## src/rtl/core/sspp_pkg.sv

```systemverilog
// Shared types and constants of the servo status packet parser.
// No dependencies; compile first.
package sspp_pkg;

	localparam int unsigned MaxParamBytes = 64;

	localparam logic [7:0] HeaderByte  = 8'hFF;
	localparam logic [7:0] MinLength   = 8'd2;
	localparam logic [7:0] FrameExtra  = 8'd4;
	localparam int unsigned FirstParam = 5;
	localparam int unsigned SumOffset  = 3;

	typedef enum logic [2:0] {
		V_INCOMPLETE = 3'd0,
		V_OK         = 3'd1,
		V_BAD_HEADER = 3'd2,
		V_TOO_MANY   = 3'd3,
		V_BAD_SUM    = 3'd4
	} verdict_t;

	typedef struct packed {
		verdict_t   verdict;
		logic [7:0] id;
		logic [7:0] length;
		logic [7:0] error;
		logic [7:0] sum;
	} parse_state_t;

	typedef struct packed {
		verdict_t   verdict;
		logic [7:0] servo_id;
		logic [7:0] servo_error;
		logic [6:0] param_total;
		logic [6:0] frame_size;
		logic       param_valid;
		logic [5:0] param_index;
		logic [7:0] param_data;
	} parse_result_t;

endpackage

```

## src/rtl/core/sspp_byte_if.sv

```systemverilog
// Byte channel into the servo status packet parser: valid/ready plus restart and byte.
// Depends on nothing.
interface sspp_byte_if;
	logic       valid;
	logic       ready;
	logic       restart;
	logic [7:0] rx_byte;

	modport source (output valid, output restart, output rx_byte, input ready);
	modport sink   (input valid, input restart, input rx_byte, output ready);
endinterface

```

## src/rtl/core/sspp_result_if.sv

```systemverilog
// Result channel of the servo status packet parser: valid/ready plus parse result fields.
// Depends on nothing.
interface sspp_result_if;
	logic       valid;
	logic       ready;
	logic [2:0] verdict;
	logic [7:0] servo_id;
	logic [7:0] servo_error;
	logic [6:0] param_total;
	logic [6:0] frame_size;
	logic       param_valid;
	logic [5:0] param_index;
	logic [7:0] param_data;

	modport source (output valid, output verdict, output servo_id, output servo_error,
		output param_total, output frame_size, output param_valid, output param_index,
		output param_data, input ready);
	modport sink (input valid, input verdict, input servo_id, input servo_error,
		input param_total, input frame_size, input param_valid, input param_index,
		input param_data, output ready);
endinterface

```

## src/rtl/core/sspp_step.sv

```systemverilog
// Per-byte next-state and result logic of the status packet parser.
// Depends on sspp_pkg.
module sspp_step #(
	parameter int unsigned MAX_PARAM_BYTES = sspp_pkg::MaxParamBytes,
	parameter int unsigned CW = $clog2(MAX_PARAM_BYTES + 7)
) (
	input  sspp_pkg::parse_state_t  cur,
	input  logic [CW-1:0]           cnt,
	input  logic                    restart,
	input  logic [7:0]              rx_byte,
	output sspp_pkg::parse_state_t  nxt,
	output logic [CW-1:0]           nxt_cnt,
	output sspp_pkg::parse_result_t res
);

	localparam int unsigned LW = (CW > 9) ? CW : 9;

	sspp_pkg::parse_state_t s;
	logic [CW-1:0]          c;
	logic [LW-1:0]          pos_w;
	logic [LW-1:0]          end_w;
	logic [LW-1:0]          pidx_w;
	logic                   pv;
	logic [5:0]             pidx;
	logic [7:0]             pdat;

	always_comb begin
		s       = restart ? '0 : cur;
		c       = restart ? '0 : cnt;
		nxt     = s;
		nxt_cnt = c;
		pv      = 1'b0;
		pidx    = '0;
		pdat    = '0;
		pos_w   = LW'(c);
		end_w   = LW'(s.length) + LW'(sspp_pkg::SumOffset);
		pidx_w  = pos_w - LW'(sspp_pkg::FirstParam);
		if (s.verdict == sspp_pkg::V_INCOMPLETE) begin
			if (c == CW'(0)) begin
				nxt.sum = rx_byte;
			end else if (c == CW'(1)) begin
				if (s.sum != sspp_pkg::HeaderByte || rx_byte != sspp_pkg::HeaderByte) begin
					nxt.verdict = sspp_pkg::V_BAD_HEADER;
				end
				nxt.sum = '0;
			end else if (c == CW'(2)) begin
				nxt.id  = rx_byte;
				nxt.sum = s.sum + rx_byte;
			end else if (c == CW'(3)) begin
				nxt.length = rx_byte;
				nxt.sum    = s.sum + rx_byte;
				if (rx_byte < sspp_pkg::MinLength) begin
					nxt.verdict = sspp_pkg::V_BAD_HEADER;
				end else if (LW'(rx_byte) > LW'(MAX_PARAM_BYTES + 2)) begin
					nxt.verdict = sspp_pkg::V_TOO_MANY;
				end
			end else if (c == CW'(4)) begin
				nxt.error = rx_byte;
				nxt.sum   = s.sum + rx_byte;
			end else if (pos_w < end_w) begin
				pv      = 1'b1;
				pidx    = pidx_w[5:0];
				pdat    = rx_byte;
				nxt.sum = s.sum + rx_byte;
			end else begin
				nxt.verdict = (~s.sum == rx_byte) ? sspp_pkg::V_OK : sspp_pkg::V_BAD_SUM;
			end
			nxt_cnt = c + CW'(1);
		end
	end

	always_comb begin
		res             = '0;
		res.verdict     = nxt.verdict;
		res.param_valid = pv;
		res.param_index = pidx;
		res.param_data  = pdat;
		if (nxt.verdict == sspp_pkg::V_OK) begin
			res.servo_id    = nxt.id;
			res.servo_error = nxt.error;
			res.param_total = 7'(nxt.length - sspp_pkg::MinLength);
			res.frame_size  = 7'(nxt.length + sspp_pkg::FrameExtra);
		end
	end

endmodule

```

## src/rtl/core/servo_status_packet_parser.sv

```systemverilog
// Top level of the servo status packet parser: parse state and result register.
// Depends on sspp_pkg, sspp_byte_if, sspp_result_if and sspp_step.
//
//   channel | dir | beat payload
//   rx      | in  | restart, rx_byte
//   res     | out | verdict, servo_id, servo_error, param_total, frame_size,
//           |     | param_valid, param_index, param_data
//
// One beat in gives one beat out, in the next cycle; a new byte every cycle while rx.ready is high.
// The single result register after the per-byte logic holds each result beat.
// rx.ready is low only while a result waits and res.ready is low.
// arst_n clears the parse state and empties the result register.
module servo_status_packet_parser #(
	parameter int unsigned MAX_PARAM_BYTES = sspp_pkg::MaxParamBytes
) (
	input  logic          clk,
	input  logic          arst_n,
	sspp_byte_if.sink     rx,
	sspp_result_if.source res
);

	localparam int unsigned CW = $clog2(MAX_PARAM_BYTES + 7);

	sspp_pkg::parse_state_t  state_q;
	logic [CW-1:0]           cnt_q;
	sspp_pkg::parse_state_t  state_nxt;
	logic [CW-1:0]           cnt_nxt;
	sspp_pkg::parse_result_t res_nxt;
	sspp_pkg::parse_result_t res_q;
	logic                    res_valid_q;
	logic                    accept;

	sspp_step #(
		.MAX_PARAM_BYTES(MAX_PARAM_BYTES),
		.CW(CW)
	) u_step (
		.cur(state_q),
		.cnt(cnt_q),
		.restart(rx.restart),
		.rx_byte(rx.rx_byte),
		.nxt(state_nxt),
		.nxt_cnt(cnt_nxt),
		.res(res_nxt)
	);

	assign rx.ready = !res_valid_q || res.ready;
	assign accept   = rx.valid && rx.ready;

	always_ff @(posedge clk or negedge arst_n) begin
		if (!arst_n) begin
			state_q     <= '0;
			cnt_q       <= '0;
			res_valid_q <= 1'b0;
		end else begin
			if (accept) begin
				state_q     <= state_nxt;
				cnt_q       <= cnt_nxt;
				res_valid_q <= 1'b1;
			end else if (res.ready) begin
				res_valid_q <= 1'b0;
			end
		end
	end

	always_ff @(posedge clk) begin
		if (accept) begin
			res_q <= res_nxt;
		end
	end

	assign res.valid       = res_valid_q;
	assign res.verdict     = res_q.verdict;
	assign res.servo_id    = res_q.servo_id;
	assign res.servo_error = res_q.servo_error;
	assign res.param_total = res_q.param_total;
	assign res.frame_size  = res_q.frame_size;
	assign res.param_valid = res_q.param_valid;
	assign res.param_index = res_q.param_index;
	assign res.param_data  = res_q.param_data;

	a_final_verdict_holds: assert property (@(posedge clk) disable iff (!arst_n)
		accept && !rx.restart && state_q.verdict != sspp_pkg::V_INCOMPLETE
		|=> state_q == $past(state_q) && cnt_q == $past(cnt_q))
		else $error("final verdict state changed without restart");

	a_count_bounded: assert property (@(posedge clk) disable iff (!arst_n)
		32'(cnt_q) <= MAX_PARAM_BYTES + 6)
		else $error("byte count past checksum position");

	a_param_only_incomplete: assert property (@(posedge clk) disable iff (!arst_n)
		res_valid_q && res_q.param_valid |-> res_q.verdict == sspp_pkg::V_INCOMPLETE)
		else $error("parameter beat with final verdict");

	a_fields_zero_unless_ok: assert property (@(posedge clk) disable iff (!arst_n)
		res_valid_q && res_q.verdict != sspp_pkg::V_OK
		|-> res_q.servo_id == 8'd0 && res_q.frame_size == 7'd0)
		else $error("packet fields nonzero without ok verdict");

	a_accept_refills: assert property (@(posedge clk) disable iff (!arst_n)
		accept |=> res_valid_q)
		else $error("accepted beat produced no result");

endmodule

```

## src/flat_wrapper.sv

```systemverilog
// flat-port wrapper written by rule: the top's interface ports become plain ports
module servo_status_packet_parser_flat 
#(
	parameter int unsigned MAX_PARAM_BYTES = sspp_pkg::MaxParamBytes
)
  (clk, arst_n, rx_valid, rx_restart, rx_rx_byte, rx_ready, res_valid, res_verdict, res_servo_id, res_servo_error, res_param_total, res_frame_size, res_param_valid, res_param_index, res_param_data, res_ready);
  sspp_byte_if rx_i ();
  sspp_result_if res_i ();
  input  logic clk;
  input  logic arst_n;
  input wire logic [$bits(rx_i.valid)-1:0] rx_valid;
  input wire logic [$bits(rx_i.restart)-1:0] rx_restart;
  input wire logic [$bits(rx_i.rx_byte)-1:0] rx_rx_byte;
  output wire logic [$bits(rx_i.ready)-1:0] rx_ready;
  output wire logic [$bits(res_i.valid)-1:0] res_valid;
  output wire logic [$bits(res_i.verdict)-1:0] res_verdict;
  output wire logic [$bits(res_i.servo_id)-1:0] res_servo_id;
  output wire logic [$bits(res_i.servo_error)-1:0] res_servo_error;
  output wire logic [$bits(res_i.param_total)-1:0] res_param_total;
  output wire logic [$bits(res_i.frame_size)-1:0] res_frame_size;
  output wire logic [$bits(res_i.param_valid)-1:0] res_param_valid;
  output wire logic [$bits(res_i.param_index)-1:0] res_param_index;
  output wire logic [$bits(res_i.param_data)-1:0] res_param_data;
  input wire logic [$bits(res_i.ready)-1:0] res_ready;
  assign rx_i.valid = rx_valid;
  assign rx_i.restart = rx_restart;
  assign rx_i.rx_byte = rx_rx_byte;
  assign rx_ready = rx_i.ready;
  assign res_valid = res_i.valid;
  assign res_verdict = res_i.verdict;
  assign res_servo_id = res_i.servo_id;
  assign res_servo_error = res_i.servo_error;
  assign res_param_total = res_i.param_total;
  assign res_frame_size = res_i.frame_size;
  assign res_param_valid = res_i.param_valid;
  assign res_param_index = res_i.param_index;
  assign res_param_data = res_i.param_data;
  assign res_i.ready = res_ready;
  servo_status_packet_parser #(.MAX_PARAM_BYTES(MAX_PARAM_BYTES)) u_core (.clk(clk), .arst_n(arst_n), .rx(rx_i), .res(res_i));
endmodule
```

## config.mk

```make
export PLATFORM = sky130hd
export DESIGN_NAME = servo_status_packet_parser_flat
export DESIGN_NICKNAME = d
export VERILOG_FILES = /design/src/rtl/core/sspp_pkg.sv /design/src/rtl/core/sspp_byte_if.sv /design/src/rtl/core/sspp_result_if.sv /design/src/rtl/core/sspp_step.sv /design/src/rtl/core/servo_status_packet_parser.sv /design/src/flat_wrapper.sv
export SDC_FILE = /design/constraint.sdc
export NUM_CORES = 1
export LEC_CHECK = 0
export ABC_AREA = 1
export BUFFER_PORTS_ARGS = -buffer_cell sky130_fd_sc_hd__buf_4
export CAP_MARGIN = 20
export CORE_MARGIN = 2
export CORE_UTILIZATION = 48
export DETAILED_ROUTE_END_ITERATION = 6
export GPL_ROUTABILITY_DRIVEN = 0
export PLACE_DENSITY = 0.74
export SLEW_MARGIN = 20
export SYNTH_ARGS = -nofsm -noshare
export SYNTH_HDL_FRONTEND = slang
export SYNTH_SLANG_ARGS = --single-unit
export TNS_END_PERCENT = 10
```

## constraint.sdc

```tcl
create_clock -name clk -period 4.2 [get_ports clk]
set_clock_uncertainty 0.05 [all_clocks]
set_input_delay 0.21 -clock clk [delete_from_list [all_inputs] [get_ports clk]]
set_output_delay 0.21 -clock clk [all_outputs]
set_load 0.01 [all_outputs]
```

## Word level (Yosys, flattened, before mapping)

Cells that the tools add are included.

| storage, ports and cells | value |
|---|---|
| logic and storage cells | 73 |
| input port bits | 13 |
| register bits | 91 |
| output and inout bits | 50 |

| cells by class | value |
|---|---|
| bitwise logic cells | 3 |
| magnitude comparators | 3 |
| mux-type cells | 29 |
| add/sub/neg operators | 6 |
| equal/unequal tests | 8 |
| reduce and logical (&&, ||, !) cells | 9 |

Operators by type and width:

| kind | count |
|---|---|
| $mux W8 | 10 |
| $mux W35 | 2 |
| $mux W27 | 1 |
| $mux W3 | 9 |
| $mux W24 | 1 |
| $mux W16 | 1 |
| $ne A8 B8 Y1 const B | 2 |
| $eq A7 B2 Y1 const B | 2 |
| $mux W7 | 2 |
| $add A8 B2 Y9 const B | 1 |
| $lt A7 B9 Y1 | 1 |
| $add A8 B8 Y8 | 1 |
| $eq A8 B8 Y1 | 1 |
| $gt A8 B7 Y1 const B | 1 |
| $lt A8 B2 Y1 const B | 1 |
| $not A8 Y8 | 1 |
| $add A7 B1 Y7 const B | 1 |
| $add A7 B3 Y7 const B | 1 |
| $eq A7 B1 Y1 const B | 1 |
| $eq A7 B3 Y1 const B | 1 |
| $logic_not A7 Y1 | 1 |
| $reduce_or A7 Y1 | 1 |
| $sub A7 B2 Y7 const B | 1 |
| $reduce_or A6 Y1 | 1 |
| 9 further kinds | 13 |

## Depth between registers and ports, before layout

| depth | value |
|---|---|
| depth after elaboration | 12 |
| mapped depth | 25 |
| mapped depth without buffers | 22 |

## Hierarchy

From an unflattened synthesis, not the netlist that was laid out.

| second synthesis, totals | value |
|---|---|
| cells, all modules | 703 |
| area total of the unflattened synthesis | 5587.9 um^2 |

By module, submodules not included:

| module | sequential area each (um^2) | instances | area each (um^2) | cells each |
|---|---|---|---|---|
| servo_status_packet_parser | 2517.4 | 1 | 3169.3 | 235 |
| sspp_step | 0.0 | 1 | 2418.6 | 468 |

## Worst setup path after synthesis

OpenSTA, ideal clock, no wires.

| path | value |
|---|---|
| kind | reg-to-reg |
| from | reg u_core.res_valid_q, in the netlist u_core.res.valid |
| to | reg u_core.cnt_q[1] |
| stages on the path, launching flop included | 9 |
| period minus slack after synthesis | 3037 ps |
| setup time | 132 ps |
| data required time | 4018 ps |
| path slack | 1163 ps |
| data arrival time | 2855 ps |
| path buffers | 2 |
| cell sequence | dfrtp_1 nand2_1 nand2_1 clkbuf_1 inv_1 clkbuf_1 o21ai_0 a21oi_1 a21oi_1 |

| between the ends | value |
|---|---|
| cells in the longest elaborated chain, start to end | 3 |

Ends and longest elaborated chain:

| element | line | text |
|---|---|---|
| start: declaration | servo_status_packet_parser.sv:30 | `logic res_valid_q;` |
| start signal: assignment | servo_status_packet_parser.sv:53 | `res_valid_q <= 1'b0;` |
| start signal: assignment | servo_status_packet_parser.sv:58 | `res_valid_q <= 1'b1;` |
| start signal: assignment | servo_status_packet_parser.sv:60 | `res_valid_q <= 1'b0;` |
| $logic_not A1 Y1 | servo_status_packet_parser.sv:46 | `assign rx.ready = !res_valid_q \|\| res.ready;` |
| $logic_or A1 B1 Y1 | servo_status_packet_parser.sv:46 |  |
| net rx_ready | flat_wrapper.sv:14 | `output wire logic [$bits(rx_i.ready)-1:0] rx_ready;` |
| $logic_and A1 B1 Y1 | servo_status_packet_parser.sv:47 | `assign accept = rx.valid && rx.ready;` |
| net u_core.accept | servo_status_packet_parser.sv:31 | `logic accept;` |
| end signal: assignment | servo_status_packet_parser.sv:57 | `cnt_q <= cnt_nxt;` |
| end: declaration | servo_status_packet_parser.sv:25 | `logic [CW-1:0] cnt_q;` |

The timed path passes the listed nets, and every way through them passes these cells.
A chain may end at the register's enable or synchronous reset.

==> flow_summary.toml <==
[sta]
relSlewSlack_pct = 50.7
finalCritPeriodShare_pct = 78.8
hold_viol_final = 0
setup_violations = 0
rsz0062_at_grt = "no"
tightest_slew_ps = 739
fin_tns_setup_ps = 0
timing.fmax_ghz = 0.302
slew_violations = 0
fin_crit_ps = 3310
setup_ws_ps = 891

[synthesis]
yosysMostFrequentCell = "nand2_1"
yosys_register_bits = 90
yosys.area.top_type = "edfxtp_1"
syn_inst = 639
synth_edf_count = 47
netlist_top_cells_count = "nand2_1 (158), inv_1 (72), nor2_1 (58)"
synthesis.nets = 675
ys_async_sr_fraction_pct = 47.8
synthTopCellsByArea = "edfxtp_1 (27%), dfrtp_1 (20%), nand2_1 (11%)"
yosysSeqAreaShare_pct = 47.2
yosysTopAreaCellShare_pct = 26.8
ys.warnings.count = 0
synth_ff_type = "edfxtp_1"
synth_area_per_cell_um2 = 8.25
netlist_area_um2 = 5270
synth_cell_types = 36

[worst_setup_path]
critPathMaxStageDelay_ps = 330
crit_type = "in2reg"
required_ps = 4260
critPathLaunchType = "input port"
arrival_ps = 3370
critPathCaptureType = "register"
cp_common_cell = "nand2_1"
worstPathCellList = "buf_4 > inv_4 > nand2_1 > nor2_1 > inv_1 > nor2_1 > inv_1 > nand2_1 > nand2_1 > ha_1 > nand2_1 > nor2_1 > nand2_1 > nand3_1 > nand2_1 > nand2_1 > nand2_1 > nor2_4 > nand2_1 > nand3_1 > nand2_1 > nand3_2 > buf_4 > nor2_1"
cp_slowest_cell = "buf_4"
crit_path_max_fanout = 35

[clocking]
insertion_delay_ps = 370
cts_max_level = 3
clock_sinks = 90
cts-resized-gates = 0
cts-root-buf = "clkbuf_8"
cts_buffers = 9
postCtsSetupBuffers = 0
cts_tree = "done"
cts_max_path_buffers = 2
clkSlewWorstSetupHoldPaths_ps = 90

[power_and_ir_drop]
ir_drop_v = 0.000230
leakagePower_nw = 2.86
pwr_density_cell_nw_per_um2 = 515
power_w = 0.00313

[routing]
drt_iter0_markers = 351
antenna_left = 0
wl_per_cell_um = 14.5
vias_per_cell = 5.30
dr.max_layer_used = "met4"
drt-pass1-iter-count = 5
via_count = 4455
met3_length_um = 792
wl_um = 12200
drt-met1-wl_um = 5300
wl_met2_um = 5920
drc_errors = 0

[global_routing]
grt_max_degree = 50
grt_pass1_vias = 4118
grt_usage_pct = 21.4
grt_pass1_wl_um = 19500
antenna_found_initial = 0
grt_overflow = 0

[die]
die_y_um = 109
start_util_pct = 48.9
die_w_um = 109
core-area_um2 = 10800
io_pins = 63
num_rows = 38
fp.dieArea_um2 = 11800

[final_layout]
layout.nets = 731
area_growth_pct = 15.1
final_layout_size_suffix_gt1_share_pct = 18.7
final_core_util_pct = 56.2
num_antenna_cells = 0

[place]
io_buffers = 62
post-dp-hpwl_um = 8900
pre_cts_ws_ps = 615

[min_path]
hold_path_class = "in2reg"

[job]
drv_cap = 0

[status]
status = "completed"
[worst max-delay path, delay by kind of cell]
kind,cells,cell delay [ps]
adder cells (fa/ha/maj),1,300
buffers and inverters,5,1000
AND/OR/NAND/NOR,18,1820
[sequential cells by signal (all words and copies together), names as in the netlist]
name,count
u_core.res.param_total,6
u_core.res.valid,1
u_core.res.servo_id,8
u_core.res.servo_error,8
u_core.res.param_valid,1
u_core.res.verdict,3
u_core.state_q,35
u_core.res.frame_size,7
u_core.cnt_q,7
u_core.res.param_index,6
u_core.res.param_data,8
[cell families after synthesis]
| kind of cell | synth area share (%) |
|---|---|
| and+or+nand+nor | 26.2 |
| adders and majority gates | 5.60 |
| DFF | 47.2 |
| xor gates and xnor gates | 2.49 |
| buffers and inverters | 8.04 |
| AOI/OAI and AO/OA | 10.5 |
[final timing paths]
kind | startpoint | slack, ps | to | cells after the start
min in group asynchronous | arst_n | 300 | u_core.state_q[1]$_DFFE_PN0P_ | 2
worst max-delay path | rx_restart | 890 | u_core.res.servo_error[7]$_SDFFCE_PP0P_ | 24
worst min-delay path | res_ready | 70 | u_core.res.valid$_DFFE_PN0P_ | 4
worst max register to register | u_core.state_q[16]$_DFFE_PN0P_ | 900 | u_core.res.servo_error[7]$_SDFFCE_PP0P_ | 22
worst min register to register | u_core.state_q[3]$_DFFE_PN0P_ | 440 | u_core.state_q[3]$_DFFE_PN0P_ | 2
max in group asynchronous | arst_n | 3400 | u_core.state_q[8]$_DFFE_PN0P_ | 2
[cell usage in the layout, fill, tap and decap left out, drive strengths merged, types with 11 or more instances in the layout]
| cell type | instances |
|---|---|
| dfrtp | 43 |
| buf | 66 |
| clkbuf | 11 |
| nand3 | 44 |
| o21ai | 47 |
| nor2 | 78 |
| a21oi | 34 |
| nand2 | 169 |
| inv | 81 |
| ha | 22 |
| edfxtp | 47 |
[where the power goes]
part	internal, W	switching (W)	leakage, nW
sequential	0.00113	0.0000849	1.04
clock	0.000374	0.000314	0.119
combinational	0.000422	0.000798	1.70
total	0.00193	0.00120	2.86
[layer usage]
metal | GRT usage, % | vias up
li1 | - | 2203
met1 | 28.3 | 2069
met2 | 35.6 | 172
met3 | 4.30 | 11
met4 | 6.41 | 0
met5 | 0 | -
[final cells by class]
| class | count | area [µm²] |
|---|---|---|
| sequential | 90 | 2490 |
| multi-input combinational | 447 | 2360 |
| tap | 140 | 175 |
| inverter | 80 | 303 |
| clock buffer | 11 | 153 |
| timing repair buffer | 67 | 505 |
| fill | 967 | 4720 |
| clock inverter | 5 | 82.6 |
[timing repair]
item,CTS,global route
setup endpoints to repair,0,0
hold endpoints to repair,43,0
hold buffers,1,0
[per-stage QoR]
stage,cell area [µm²],std cells,hold slack (ps)
floorplan,5270,639,-136
global placement,5820,823,190
detailed placement,5820,823,192
CTS,6070,840,68.0
global route,6070,840,105
finish,6070,840,68.0
Note: power is estimated with default switching activity, not from simulation.
